--- config.mk ---
export PLATFORM = sky130hd
export DESIGN_NAME = char_lcd_nibble_writer
export DESIGN_NICKNAME = d
export VERILOG_FILES = /design/src/rtl/cln_pkg.sv /design/src/rtl/char_lcd_nibble_writer.sv /design/src/rtl/cln_front.sv /design/src/rtl/cln_back.sv
export SDC_FILE = /design/constraint.sdc
export NUM_CORES = 1
export LEC_CHECK = 0
export ABC_AREA = 1
export BUFFER_PORTS_ARGS = -buffer_cell sky130_fd_sc_hd__buf_2
export CORE_MARGIN = 4
export CORE_UTILIZATION = 45
export CTS_CLUSTER_SIZE = 8
export DETAILED_ROUTE_END_ITERATION = 6
export GPL_TIMING_DRIVEN = 0
export PLACE_DENSITY = 0.65
export SYNTH_ARGS = -nofsm -noshare
export SYNTH_HDL_FRONTEND = slang
export SYNTH_SLANG_ARGS = --single-unit
--- constraint.sdc ---
create_clock -name clk -period 6 [get_ports clk]
set_input_delay 0.6 -clock clk [delete_from_list [all_inputs] [get_ports clk]]
set_output_delay 0.6 -clock clk [all_outputs]
set_load 0.01 [all_outputs]
--- src/rtl/cln_pkg.sv ---
package cln_pkg;

	typedef struct packed {
		logic [1:0] opcode;
		logic [7:0] byte_value;
	} req_item_t;

	typedef struct packed {
		logic [3:0] data_nibble;
		logic       reg_select;
		logic       enable_level;
		logic       busy_res;
		logic       rejected;
	} res_item_t;

	typedef enum logic [1:0] {
		OP_TICK = 2'd0,
		OP_CMD  = 2'd1,
		OP_DATA = 2'd2,
		OP_INIT = 2'd3
	} op_kind_t;

	typedef struct packed {
		op_kind_t   kind;
		logic [7:0] byte_value;
	} queue_item_t;

	// Front-to-back queue head handshake
	typedef struct packed {
		logic        valid;
		queue_item_t item;
	} queue_head_t;

	typedef enum logic [4:0] {
		PH_IDLE     = 5'b00001,
		PH_WAIT     = 5'b00010,
		PH_HI_PULSE = 5'b00100,
		PH_HI_GAP   = 5'b01000,
		PH_LO_PULSE = 5'b10000
	} phase_t;

	localparam int unsigned CFG_WIDTH = 16;
	localparam int unsigned ADDR_WIDTH = 4;

	typedef enum logic [1:0] {
		REG_PULSE   = 2'd0,
		REG_POWERUP = 2'd1,
		REG_GAP     = 2'd2
	} reg_index_t;

	localparam logic [CFG_WIDTH-1:0] PULSE_RST   = 16'd10;
	localparam logic [CFG_WIDTH-1:0] POWERUP_RST = 16'd20;
	localparam logic [CFG_WIDTH-1:0] GAP_RST     = 16'd1;

	localparam logic [2:0] INIT_FIRST = 3'd1;
	localparam logic [2:0] INIT_LAST  = 3'd5;

	function automatic logic [7:0] init_cmd(input logic [2:0] step);
		logic [7:0] cmd;
		case (step)
			3'd1: cmd = 8'h33;
			3'd2: cmd = 8'h32;
			3'd3: cmd = 8'h0C;
			3'd4: cmd = 8'h01;
			3'd5: cmd = 8'h80;
			default: cmd = 8'h00;
		endcase
		return cmd;
	endfunction

endpackage

--- src/rtl/char_lcd_nibble_writer.sv ---
// Character LCD writer for a 4-bit HD44780-style bus.
//
// Request channel (req_valid/req_ready/req): each item is a tick, a command
// byte, a data byte or an init request. Only ticks advance time; every item
// produces exactly one result item on the result channel
// (res_valid/res_ready/res) with the pin levels after that item, the busy
// flag and a reject flag for requests that arrived while busy.
//
// Throughput: one item per cycle while the result channel does not stall.
// Each accepted request is written into the 2-entry front queue; the
// execute stage pops it from there and loads the result register, which
// raises res_valid, at the edge that pops it.
// When the receiver stalls, the result register holds; the queue absorbs up
// to two more items, then req_ready drops.
//
// Reset (arst_n low): sequencer idle, pins low, queue and result empty,
// registers back to pulse 10, power-up 20, init gap 1 ticks.
// Registers via APB at 0x0 pulse_ticks, 0x4 powerup_ticks, 0x8
// init_gap_ticks (16 bits each); write only while the block is idle.
module char_lcd_nibble_writer import cln_pkg::*; #(
	parameter int unsigned COUNT_WIDTH = 16
) (
	input  logic                  clk,
	input  logic                  arst_n,
	input  logic                  req_valid,
	output logic                  req_ready,
	input  req_item_t             req,
	output logic                  res_valid,
	input  logic                  res_ready,
	output res_item_t             res,
	input  logic                  psel,
	input  logic                  penable,
	input  logic                  pwrite,
	input  logic [ADDR_WIDTH-1:0] paddr,
	input  logic [31:0]           pwdata,
	output logic [31:0]           prdata,
	output logic                  pready
);

	logic [CFG_WIDTH-1:0] pulse_ticks_q;
	logic [CFG_WIDTH-1:0] powerup_ticks_q;
	logic [CFG_WIDTH-1:0] init_gap_ticks_q;
	logic                 cfg_wr;
	logic [1:0]           reg_idx;
	queue_head_t          head;
	logic                 pop;

	assign pready  = 1'b1;
	assign cfg_wr  = psel && penable && pwrite;
	assign reg_idx = paddr[3:2];

	always_ff @(posedge clk or negedge arst_n) begin
		if (!arst_n) begin
			pulse_ticks_q    <= PULSE_RST;
			powerup_ticks_q  <= POWERUP_RST;
			init_gap_ticks_q <= GAP_RST;
		end else if (cfg_wr) begin
			case (reg_idx)
				REG_PULSE:   pulse_ticks_q    <= pwdata[CFG_WIDTH-1:0];
				REG_POWERUP: powerup_ticks_q  <= pwdata[CFG_WIDTH-1:0];
				REG_GAP:     init_gap_ticks_q <= pwdata[CFG_WIDTH-1:0];
				default: ;
			endcase
		end
	end

	always_comb begin
		case (reg_idx)
			REG_PULSE:   prdata = {16'd0, pulse_ticks_q};
			REG_POWERUP: prdata = {16'd0, powerup_ticks_q};
			REG_GAP:     prdata = {16'd0, init_gap_ticks_q};
			default:     prdata = 32'd0;
		endcase
	end

	cln_front u_front (
		.clk       (clk),
		.arst_n    (arst_n),
		.req_valid (req_valid),
		.req_ready (req_ready),
		.req       (req),
		.head      (head),
		.pop       (pop)
	);

	cln_back #(
		.COUNT_WIDTH (COUNT_WIDTH)
	) u_back (
		.clk            (clk),
		.arst_n         (arst_n),
		.head           (head),
		.pop            (pop),
		.pulse_ticks    (pulse_ticks_q),
		.powerup_ticks  (powerup_ticks_q),
		.init_gap_ticks (init_gap_ticks_q),
		.res_valid      (res_valid),
		.res_ready      (res_ready),
		.res            (res)
	);

endmodule

--- src/rtl/cln_front.sv ---
module cln_front import cln_pkg::*; (
	input  logic        clk,
	input  logic        arst_n,
	input  logic        req_valid,
	output logic        req_ready,
	input  req_item_t   req,
	output queue_head_t head,
	input  logic        pop
);

	queue_item_t mem_q [2];
	logic        wr_ptr_q;
	logic        rd_ptr_q;
	logic [1:0]  count_q;
	logic        push;
	queue_item_t enq;

	assign req_ready = (count_q != 2'd2);
	assign push      = req_valid && req_ready;

	always_comb begin
		enq.byte_value = req.byte_value;
		case (req.opcode)
			OP_TICK: enq.kind = OP_TICK;
			OP_CMD:  enq.kind = OP_CMD;
			OP_DATA: enq.kind = OP_DATA;
			default: enq.kind = OP_INIT;
		endcase
	end

	always_ff @(posedge clk) begin
		if (push) begin
			mem_q[wr_ptr_q] <= enq;
		end
	end

	always_ff @(posedge clk or negedge arst_n) begin
		if (!arst_n) begin
			wr_ptr_q <= 1'b0;
			rd_ptr_q <= 1'b0;
			count_q  <= 2'd0;
		end else begin
			if (push) begin
				wr_ptr_q <= ~wr_ptr_q;
			end
			if (pop) begin
				rd_ptr_q <= ~rd_ptr_q;
			end
			case ({push, pop})
				2'b10: count_q <= count_q + 2'd1;
				2'b01: count_q <= count_q - 2'd1;
				default: count_q <= count_q;
			endcase
		end
	end

	assign head.valid = (count_q != 2'd0);
	assign head.item  = mem_q[rd_ptr_q];

endmodule

--- src/rtl/cln_back.sv ---
module cln_back import cln_pkg::*; #(
	parameter int unsigned COUNT_WIDTH = 16
) (
	input  logic                 clk,
	input  logic                 arst_n,
	input  queue_head_t          head,
	output logic                 pop,
	input  logic [CFG_WIDTH-1:0] pulse_ticks,
	input  logic [CFG_WIDTH-1:0] powerup_ticks,
	input  logic [CFG_WIDTH-1:0] init_gap_ticks,
	output logic                 res_valid,
	input  logic                 res_ready,
	output res_item_t            res
);

	localparam logic [32:0] CAP = (33'd1 << COUNT_WIDTH) - 33'd1;

	function automatic logic [COUNT_WIDTH-1:0] load_count(input logic [CFG_WIDTH-1:0] v);
		logic [32:0] wide;
		wide = {{(33-CFG_WIDTH){1'b0}}, v};
		return (wide > CAP) ? CAP[COUNT_WIDTH-1:0] : wide[COUNT_WIDTH-1:0];
	endfunction

	phase_t                 phase_q, phase_d;
	logic [COUNT_WIDTH-1:0] countdown_q, countdown_d, cd_dec;
	logic [7:0]             held_byte_q, held_byte_d;
	logic [2:0]             init_step_q, init_step_d;
	logic [3:0]             pin_data_q, pin_data_d;
	logic                   pin_rs_q, pin_rs_d;
	logic                   pin_enable_q, pin_enable_d;
	logic                   rej;
	logic                   res_valid_q;
	res_item_t              res_q;
	logic [COUNT_WIDTH-1:0] pulse_load;
	logic [7:0]             start_val;
	logic                   start_rs;
	logic                   do_start;

	assign pop        = head.valid && (!res_valid_q || res_ready);
	assign pulse_load = load_count((pulse_ticks == '0) ? CFG_WIDTH'(1) : pulse_ticks);
	assign cd_dec     = (countdown_q != '0) ? countdown_q - COUNT_WIDTH'(1) : countdown_q;

	always_comb begin
		phase_d      = phase_q;
		countdown_d  = countdown_q;
		held_byte_d  = held_byte_q;
		init_step_d  = init_step_q;
		pin_data_d   = pin_data_q;
		pin_rs_d     = pin_rs_q;
		pin_enable_d = pin_enable_q;
		rej          = 1'b0;
		do_start     = 1'b0;
		start_val    = head.item.byte_value;
		start_rs     = (head.item.kind == OP_DATA);

		if (head.item.kind == OP_TICK) begin
			case (phase_q)
				PH_WAIT: begin
					if (countdown_q != '0) begin
						countdown_d = countdown_q - COUNT_WIDTH'(1);
					end else if (init_step_q >= INIT_FIRST && init_step_q <= INIT_LAST) begin
						do_start  = 1'b1;
						start_val = init_cmd(init_step_q);
						start_rs  = 1'b0;
					end else begin
						init_step_d = '0;
						phase_d     = PH_IDLE;
					end
				end
				PH_HI_PULSE, PH_LO_PULSE: begin
					countdown_d = cd_dec;
					if (cd_dec == '0) begin
						pin_enable_d = 1'b0;
						if (phase_q == PH_HI_PULSE) begin
							phase_d = PH_HI_GAP;
						end else if (init_step_q == '0) begin
							phase_d = PH_IDLE;
						end else if (init_step_q >= INIT_LAST) begin
							init_step_d = '0;
							phase_d     = PH_IDLE;
						end else begin
							// only the first init command is followed by a gap
							countdown_d = (init_step_q == INIT_FIRST) ?
								load_count(init_gap_ticks) : '0;
							init_step_d = init_step_q + 3'd1;
							phase_d     = PH_WAIT;
						end
					end
				end
				PH_HI_GAP: begin
					pin_data_d   = held_byte_q[3:0];
					pin_enable_d = 1'b1;
					countdown_d  = pulse_load;
					phase_d      = PH_LO_PULSE;
				end
				default: phase_d = PH_IDLE;
			endcase
		end else if (phase_q != PH_IDLE) begin
			rej = 1'b1;
		end else if (head.item.kind == OP_INIT) begin
			init_step_d = INIT_FIRST;
			countdown_d = load_count(powerup_ticks);
			phase_d     = PH_WAIT;
		end else begin
			do_start = 1'b1;
		end

		if (do_start) begin
			held_byte_d  = start_val;
			pin_rs_d     = start_rs;
			pin_data_d   = start_val[7:4];
			pin_enable_d = 1'b1;
			countdown_d  = pulse_load;
			phase_d      = PH_HI_PULSE;
		end
	end

	always_ff @(posedge clk or negedge arst_n) begin
		if (!arst_n) begin
			phase_q      <= PH_IDLE;
			countdown_q  <= '0;
			held_byte_q  <= '0;
			init_step_q  <= '0;
			pin_data_q   <= '0;
			pin_rs_q     <= 1'b0;
			pin_enable_q <= 1'b0;
			res_valid_q  <= 1'b0;
		end else begin
			if (pop) begin
				phase_q      <= phase_d;
				countdown_q  <= countdown_d;
				held_byte_q  <= held_byte_d;
				init_step_q  <= init_step_d;
				pin_data_q   <= pin_data_d;
				pin_rs_q     <= pin_rs_d;
				pin_enable_q <= pin_enable_d;
				res_valid_q  <= 1'b1;
			end else if (res_ready) begin
				res_valid_q  <= 1'b0;
			end
		end
	end

	always_ff @(posedge clk) begin
		if (pop) begin
			res_q.data_nibble  <= pin_data_d;
			res_q.reg_select   <= pin_rs_d;
			res_q.enable_level <= pin_enable_d;
			res_q.busy_res     <= (phase_d != PH_IDLE);
			res_q.rejected     <= rej;
		end
	end

	assign res_valid = res_valid_q;
	assign res       = res_q;

endmodule

Word level (Yosys, flattened, before mapping)
Memory sizes are Yosys's and may differ from the RTL's.
Cells that the tools add are included.
{"block": "totals", "out_inout_bits": 43, "latchBits": 0, "ram_bits": 20, "romBits": 0, "n_memories": 1, "input_bits": 53, "reg_bits": 95}
{"name": "u_front.mem_q", "depth": 2, "width": 10, "read_ports": 1, "rd_ports_with_merged_regs": 0, "write_ports": 1, "line": "cln_front.sv:11", "rtl": "queue_item_t mem_q [2];"}
{"block": "classes", "order_cmp": 3, "bitwise": 2, "shifts": 0, "eq_ne": 29, "multipliers": 0, "reduce_logical": 26, "add_sub_neg": 4, "div": 0, "mux": 64}
{"op": "two-way mux 16 bit", "count": 11}
{"op": "case mux 16 bit (3 select lines)", "count": 2}
{"op": "two-way mux 5 bit", "count": 9}
{"op": "case mux 8 bit (5 select lines)", "count": 1}
{"op": "logical NOT 16 bit", "count": 2}
{"op": "two-way mux 8 bit", "count": 4}
{"op": "two-way mux 3 bit", "count": 9}
{"op": "two-way mux 1 bit", "count": 19}
{"op": "inequality test 3 bit (second input constant)", "count": 6}
{"op": "nonzero test 16 bit", "count": 1}
{"op": "subtractor 16 x 1 -> 16 bit (second input constant)", "count": 1}
{"op": "case mux 5 bit (3 select lines)", "count": 1}
{"op": "two-way mux 4 bit", "count": 3}
{"op": "equality test 2 bit (second input constant)", "count": 5}
{"op": "inequality test 5 x 1 -> 1 bit (second input constant)", "count": 2}
{"op": "AND reduction 9 bit", "count": 1}
{"op": "AND reduction 2 bit", "count": 4}
{"op": "nonzero test 2 bit", "count": 4}
{"op": "equality test 2 x 1 -> 1 bit (second input constant)", "count": 3}
{"op": "equality test 3 x 2 -> 1 bit (second input constant)", "count": 2}
{"op": "equality test 3 bit (second input constant)", "count": 2}
{"op": "logical NOT 2 bit", "count": 3}
{"op": "case mux 2 bit (3 select lines)", "count": 1}
{"op": "case mux 3 bit (2 select lines)", "count": 1}
{"op": "26 further kinds", "count": 31}

Longest topological paths before layout
{"block": "logic_depth", "ltp_word": 9, "ltp_mapped": 19, "ltp_nobuf": 19}

Modules after synthesis
Synthesis repeated with hierarchy kept, for this count alone.
{"block": "unflattened", "hier_cells": 1134, "area_unflattened_um2": 7892.6}
{"module": "cln_back", "cells_per_inst": 753, "instances": 1, "seq_area_each_um2": 1117.3, "area_per_inst_um2": 4511.8}
{"module": "char_lcd_nibble_writer", "cells_per_inst": 302, "instances": 1, "seq_area_each_um2": 1207.4, "area_per_inst_um2": 2412.3}
{"module": "cln_front", "cells_per_inst": 79, "instances": 1, "seq_area_each_um2": 700.7, "area_per_inst_um2": 968.4}

Worst setup path before layout
OpenSTA, ideal clock, no wires.
{"block": "synth_timing", "kind": "flip-flop to flip-flop", "start": "register u_front.rd_ptr_q", "end": "register u_back.pin_data_q[1]", "period_less_slack_ns": 2.413, "setup_slack_ns": 3.587, "path_stages_with_launch": 13, "path_buffers": 1, "t_required_ns": 5.851, "t_arrival_ns": 2.264, "path_cell_list": "dfrtp_1 > clkinv_1 > or2_2 > o21ai_0 > ha_1 > clkbuf_1 > inv_2 > nor2_1 > inv_1 > o211ai_1 > o311ai_0 > nand2_1 > o21ai_0"}
{"block": "synth_via", "elab_chain_cells": 6, "elab_cells_between_ends": 12, "classes_between": "1 x eq/ne; 9 x mux; 1 x reduce/logical; 1 x memory"}
{"element": "start, declared", "line": "cln_front.sv:13", "rtl": "logic rd_ptr_q;"}
{"element": "start signal, assigned", "line": "cln_front.sv:47", "rtl": "rd_ptr_q <= ~rd_ptr_q;"}
{"element": "memory read (2 x 10 bit) *"}
{"element": "equality test 2 bit / two-way mux 8 bit (equally long branches)", "line": "cln_back.sv:100, cln_back.sv:61"}
{"element": "two-way mux 1 bit / two-way mux 8 bit (equally long branches)", "line": "cln_back.sv:100, cln_back.sv:59"}
{"element": "two-way mux 1 bit / two-way mux 8 bit (equally long branches)", "line": "cln_back.sv:98, cln_back.sv:57"}
{"element": "two-way mux 1 bit / two-way mux 8 bit (equally long branches)", "line": "cln_back.sv:56", "rtl": "if (head.item.kind == OP_TICK) begin"}
{"element": "two-way mux 4 bit *", "line": "cln_back.sv:108", "rtl": "if (do_start) begin"}
{"element": "named net u_back.pin_data_d[1]", "line": "cln_back.sv:28", "rtl": "logic [3:0] pin_data_q, pin_data_d;"}
{"element": "end signal, assigned", "line": "cln_back.sv:134", "rtl": "pin_data_q <= pin_data_d;"}
{"element": "end, declared", "line": "cln_back.sv:28"}
The timed path passes the listed nets; every way through them passes the cells marked *.
A chain may end at the register's enable or synchronous reset.

Worst setup path after layout
Same ends and word-level chain as after synthesis.

==> impl_metrics.ini <==
[floorplan]
io_pins = 96
die_area_um2 = 18170
die_h_um = 134.8
die_w_um = 134.8
core_um2 = 15830
num_rows = 46
initial_core_util_pct = 45.70

[placement]
place_hpwl_mm = 15.41
place_ws_ps = 2784
gp_congestion = 0.9638
dp_cells = 1274
portBuffers = 58

[cts]
cts_buffers = 17
cts_sinks = 115
cts_resized = 0
ctsHoldBuffers = 0
cts_buffer_depth = 2
tritoncts = yes
clkTransAtPathRegs_ps = 60
root_buffer = clkbuf_16
post_cts.repair.setup_buffers = 0
htree_levels = 4
clk_latency_ps = 420

[logic_synthesis]
synth.cell_area_um2 = 7233
synth_edf_count = 28
post_synth.cell_area_avg_um2 = 7.351
ys_seq_area_share_pct = 41.83
ys_ff_latch = 115
yosysUniqueCellTypes = 52
yosys_warnings = 0
synthArstFlopShare_pct = 75.65
synth_cells = 984
synth_ff_type = dfrtp_1

[layout]
fin_cells = 1306
final_nets = 1140
final_cell_mix = nand2_1 (292), inv_1 (115), nor2_1 (81), dfrtp_1 (81), o21ai_0 (79)
area_delta_synth_final_pct = 17.63
drive_above_1_share_pct = 16.79
layout_commonest_cell = nand2_1
register_area_um2 = 3025
multi_input_area_um2 = 3522
fillers = 1549
antenna_cells = 0

[power_and_ir_drop]
power_density_nw_per_um2 = 496.7
p_total_w = 0.004226
seqPwrFrac_pct = 30.5
power.share.clock_pct = 25.7
cellInternalPower_w = 0.002372
swShare_pct = 43.88
ir_drop_v = 0.0002818
p_comb_share_pct = 43.8
p_sw_w = 0.001855
p_leak_nw = 4.104

[setup_path]
crit_required_ps = 6270
cp_max_fo = 10
end_kind = flop
crit_type = flop to flop
regToRegEndpoint = u_back.pin_data_q[1]$_DFFE_PN0P_
ff2ff_path_depth = 11
cp.arrival_ps = 3590
r2r_slack_ps = 2680
worstReg2RegStart = u_front.rd_ptr_q$_DFFE_PN0P_
critPathLaunchType = flop

[route]
post_drt_via_cell_ratio = 5.206
finalWirelength_mm = 20.73
drtIter0Drc = 647
wl_per_cell_um = 15.87
first_pass_iters = 6
drc_errors = 0
num_vias = 6799
drtAntennaViolNets = 0

[timing]
rsz0062_at_grt = false
finalMaxSlewViolations = 0
min_period_ps = 3322
fin_skew_ps = 8.067
setup_tns_ps = 0
period_share_pct = 55.37
setup_violations = 0
worst_slew_pin_slew_ps = 914.9
setup_slack_ps = 2678
clock.fmax_mhz = 301.0
slew_headroom_pct = 39.01
final_hold_viol_count = 0

[global_route]
grt_max_degree = 67
grt_overflow = 0
grt_pass1_vias = 6604
grt_use_total_pct = 23.68
antenna_found_initial = 0
grt_pass1_wl_mm = 33.80

[min_path]
min_path_type = input pin to async pin

[run]
cap_violations = 0

[outcome]
status = complete, no violations
state kept, by name (all words and copies together), names as in the netlist:
signal	count
powerup_ticks_q	16
u_front.rd_ptr_q	1
u_back.held_byte_q	4
u_back.res_valid	1
pulse_ticks_q	16
u_back.pin_enable_q	1
u_back.res	8
u_back.pin_rs_q	1
init_gap_ticks_q	16
u_back.init_step_q	3
u_back.countdown_q	16
u_back.phase_q	5
u_back.pin_data_q	4
u_front.mem_q	20
u_front.wr_ptr_q	1
u_front.count_q	2
routing by layer:
| layer | vias to the layer above | global-route usage (%) | part of all wire [%] |
|---|---|---|---|
| met2 | 283 | 34.38 | 43 |
| met3 | 42 | 5.812 | 8.5 |
| li1 | 3365 | - | - |
| met1 | 3109 | 34.14 | 46 |
| met5 | - | 0 | 0 |
| met4 | 0 | 9.163 | 2.6 |
power by group through the flow:
stage	clock, W	combinational (W)	sequential [W]
after CTS	0.00109	0.00183	0.00129
final	0.00109	0.00185	0.00129
after floorplan	0	0.00134	0.00125
after global placement	0	0.00180	0.00129
after global routing	0.00113	0.00209	0.00132
after detailed placement	0	0.00182	0.00130
synthesized netlist by cell type (all sizes together) (11+ instances only):
master  count  area [um2]
o21ai      91       459.2
nand2     305        1197
inv       121       454.2
dfrtp      81        2027
clkbuf     23       86.33
nor2      101       469.2
buf        29       192.7
nand3b     11       82.58
edfxtp     28       840.8
o211ai     17       127.6
a21oi      57       307.8
nand3      42       237.7
nand4      12       75.07
kinds of logic after synthesis:
| logic type | count (synthesis) | synth area share [%] |
|---|---|---|
| xor gates and xnor gates | 5 | 0.6054 |
| other | 2 | 0.1038 |
| DFF | 115 | 41.83 |
| adders and majority gates | 10 | 1.730 |
| AOI/OAI and AO/OA | 189 | 15.17 |
| and+or+nand+nor | 488 | 30.31 |
| buffers and inverters | 175 | 10.26 |
layout make-up:
class	count	area share [%]
repair buffers	59	3.765
well taps	216	3.176
multi-input cells	709	41.40
inverters	123	5.441
clock buffers	17	5.000
flip-flops and latches	115	35.56
plain buffers	52	3.279
clock inverters	15	2.382
worst max path at each step:
stage                                             from                               end  slack [ps]  cells past startpoint
after floorplan           u_front.rd_ptr_q$_DFFE_PN0P_  u_back.pin_data_q[1]$_DFFE_PN0P_        3590                     12
after detailed placement  u_front.rd_ptr_q$_DFFE_PN0P_  u_back.pin_data_q[1]$_DFFE_PN0P_        2780                     11
after CTS                 u_front.rd_ptr_q$_DFFE_PN0P_  u_back.pin_data_q[1]$_DFFE_PN0P_        2750                     11
after global routing      u_front.rd_ptr_q$_DFFE_PN0P_  u_back.pin_data_q[1]$_DFFE_PN0P_        2390                     11
after global placement    u_front.rd_ptr_q$_DFFE_PN0P_  u_back.pin_data_q[1]$_DFFE_PN0P_        2790                     11
final                     u_front.rd_ptr_q$_DFFE_PN0P_  u_back.pin_data_q[1]$_DFFE_PN0P_        2680                     11
per-stage QoR:
step | hold slack (ps) | cell area, um2 | utilization, %
floorplan | 304.4 | 7289 | -
global placement | 467.2 | 7850 | 49.60
detailed placement | 469.7 | 7880 | 49.79
CTS | 89.78 | 8508 | 53.75
global route | 101.4 | 8508 | 53.75
finish | 79.35 | 8508 | 53.75
worst max-delay path, stage by stage, from the launching register on:
cell,delay (ps)
dfrtp_1,390
clkbuf_1,250
o21ai_0,600
ha_1,250
clkbuf_1,220
inv_2,140
nor2_1,410
inv_1,240
o211ai_1,230
o311ai_0,240
nand2_1,110
o21ai_0,90
Power figures use the tool's default switching activity.
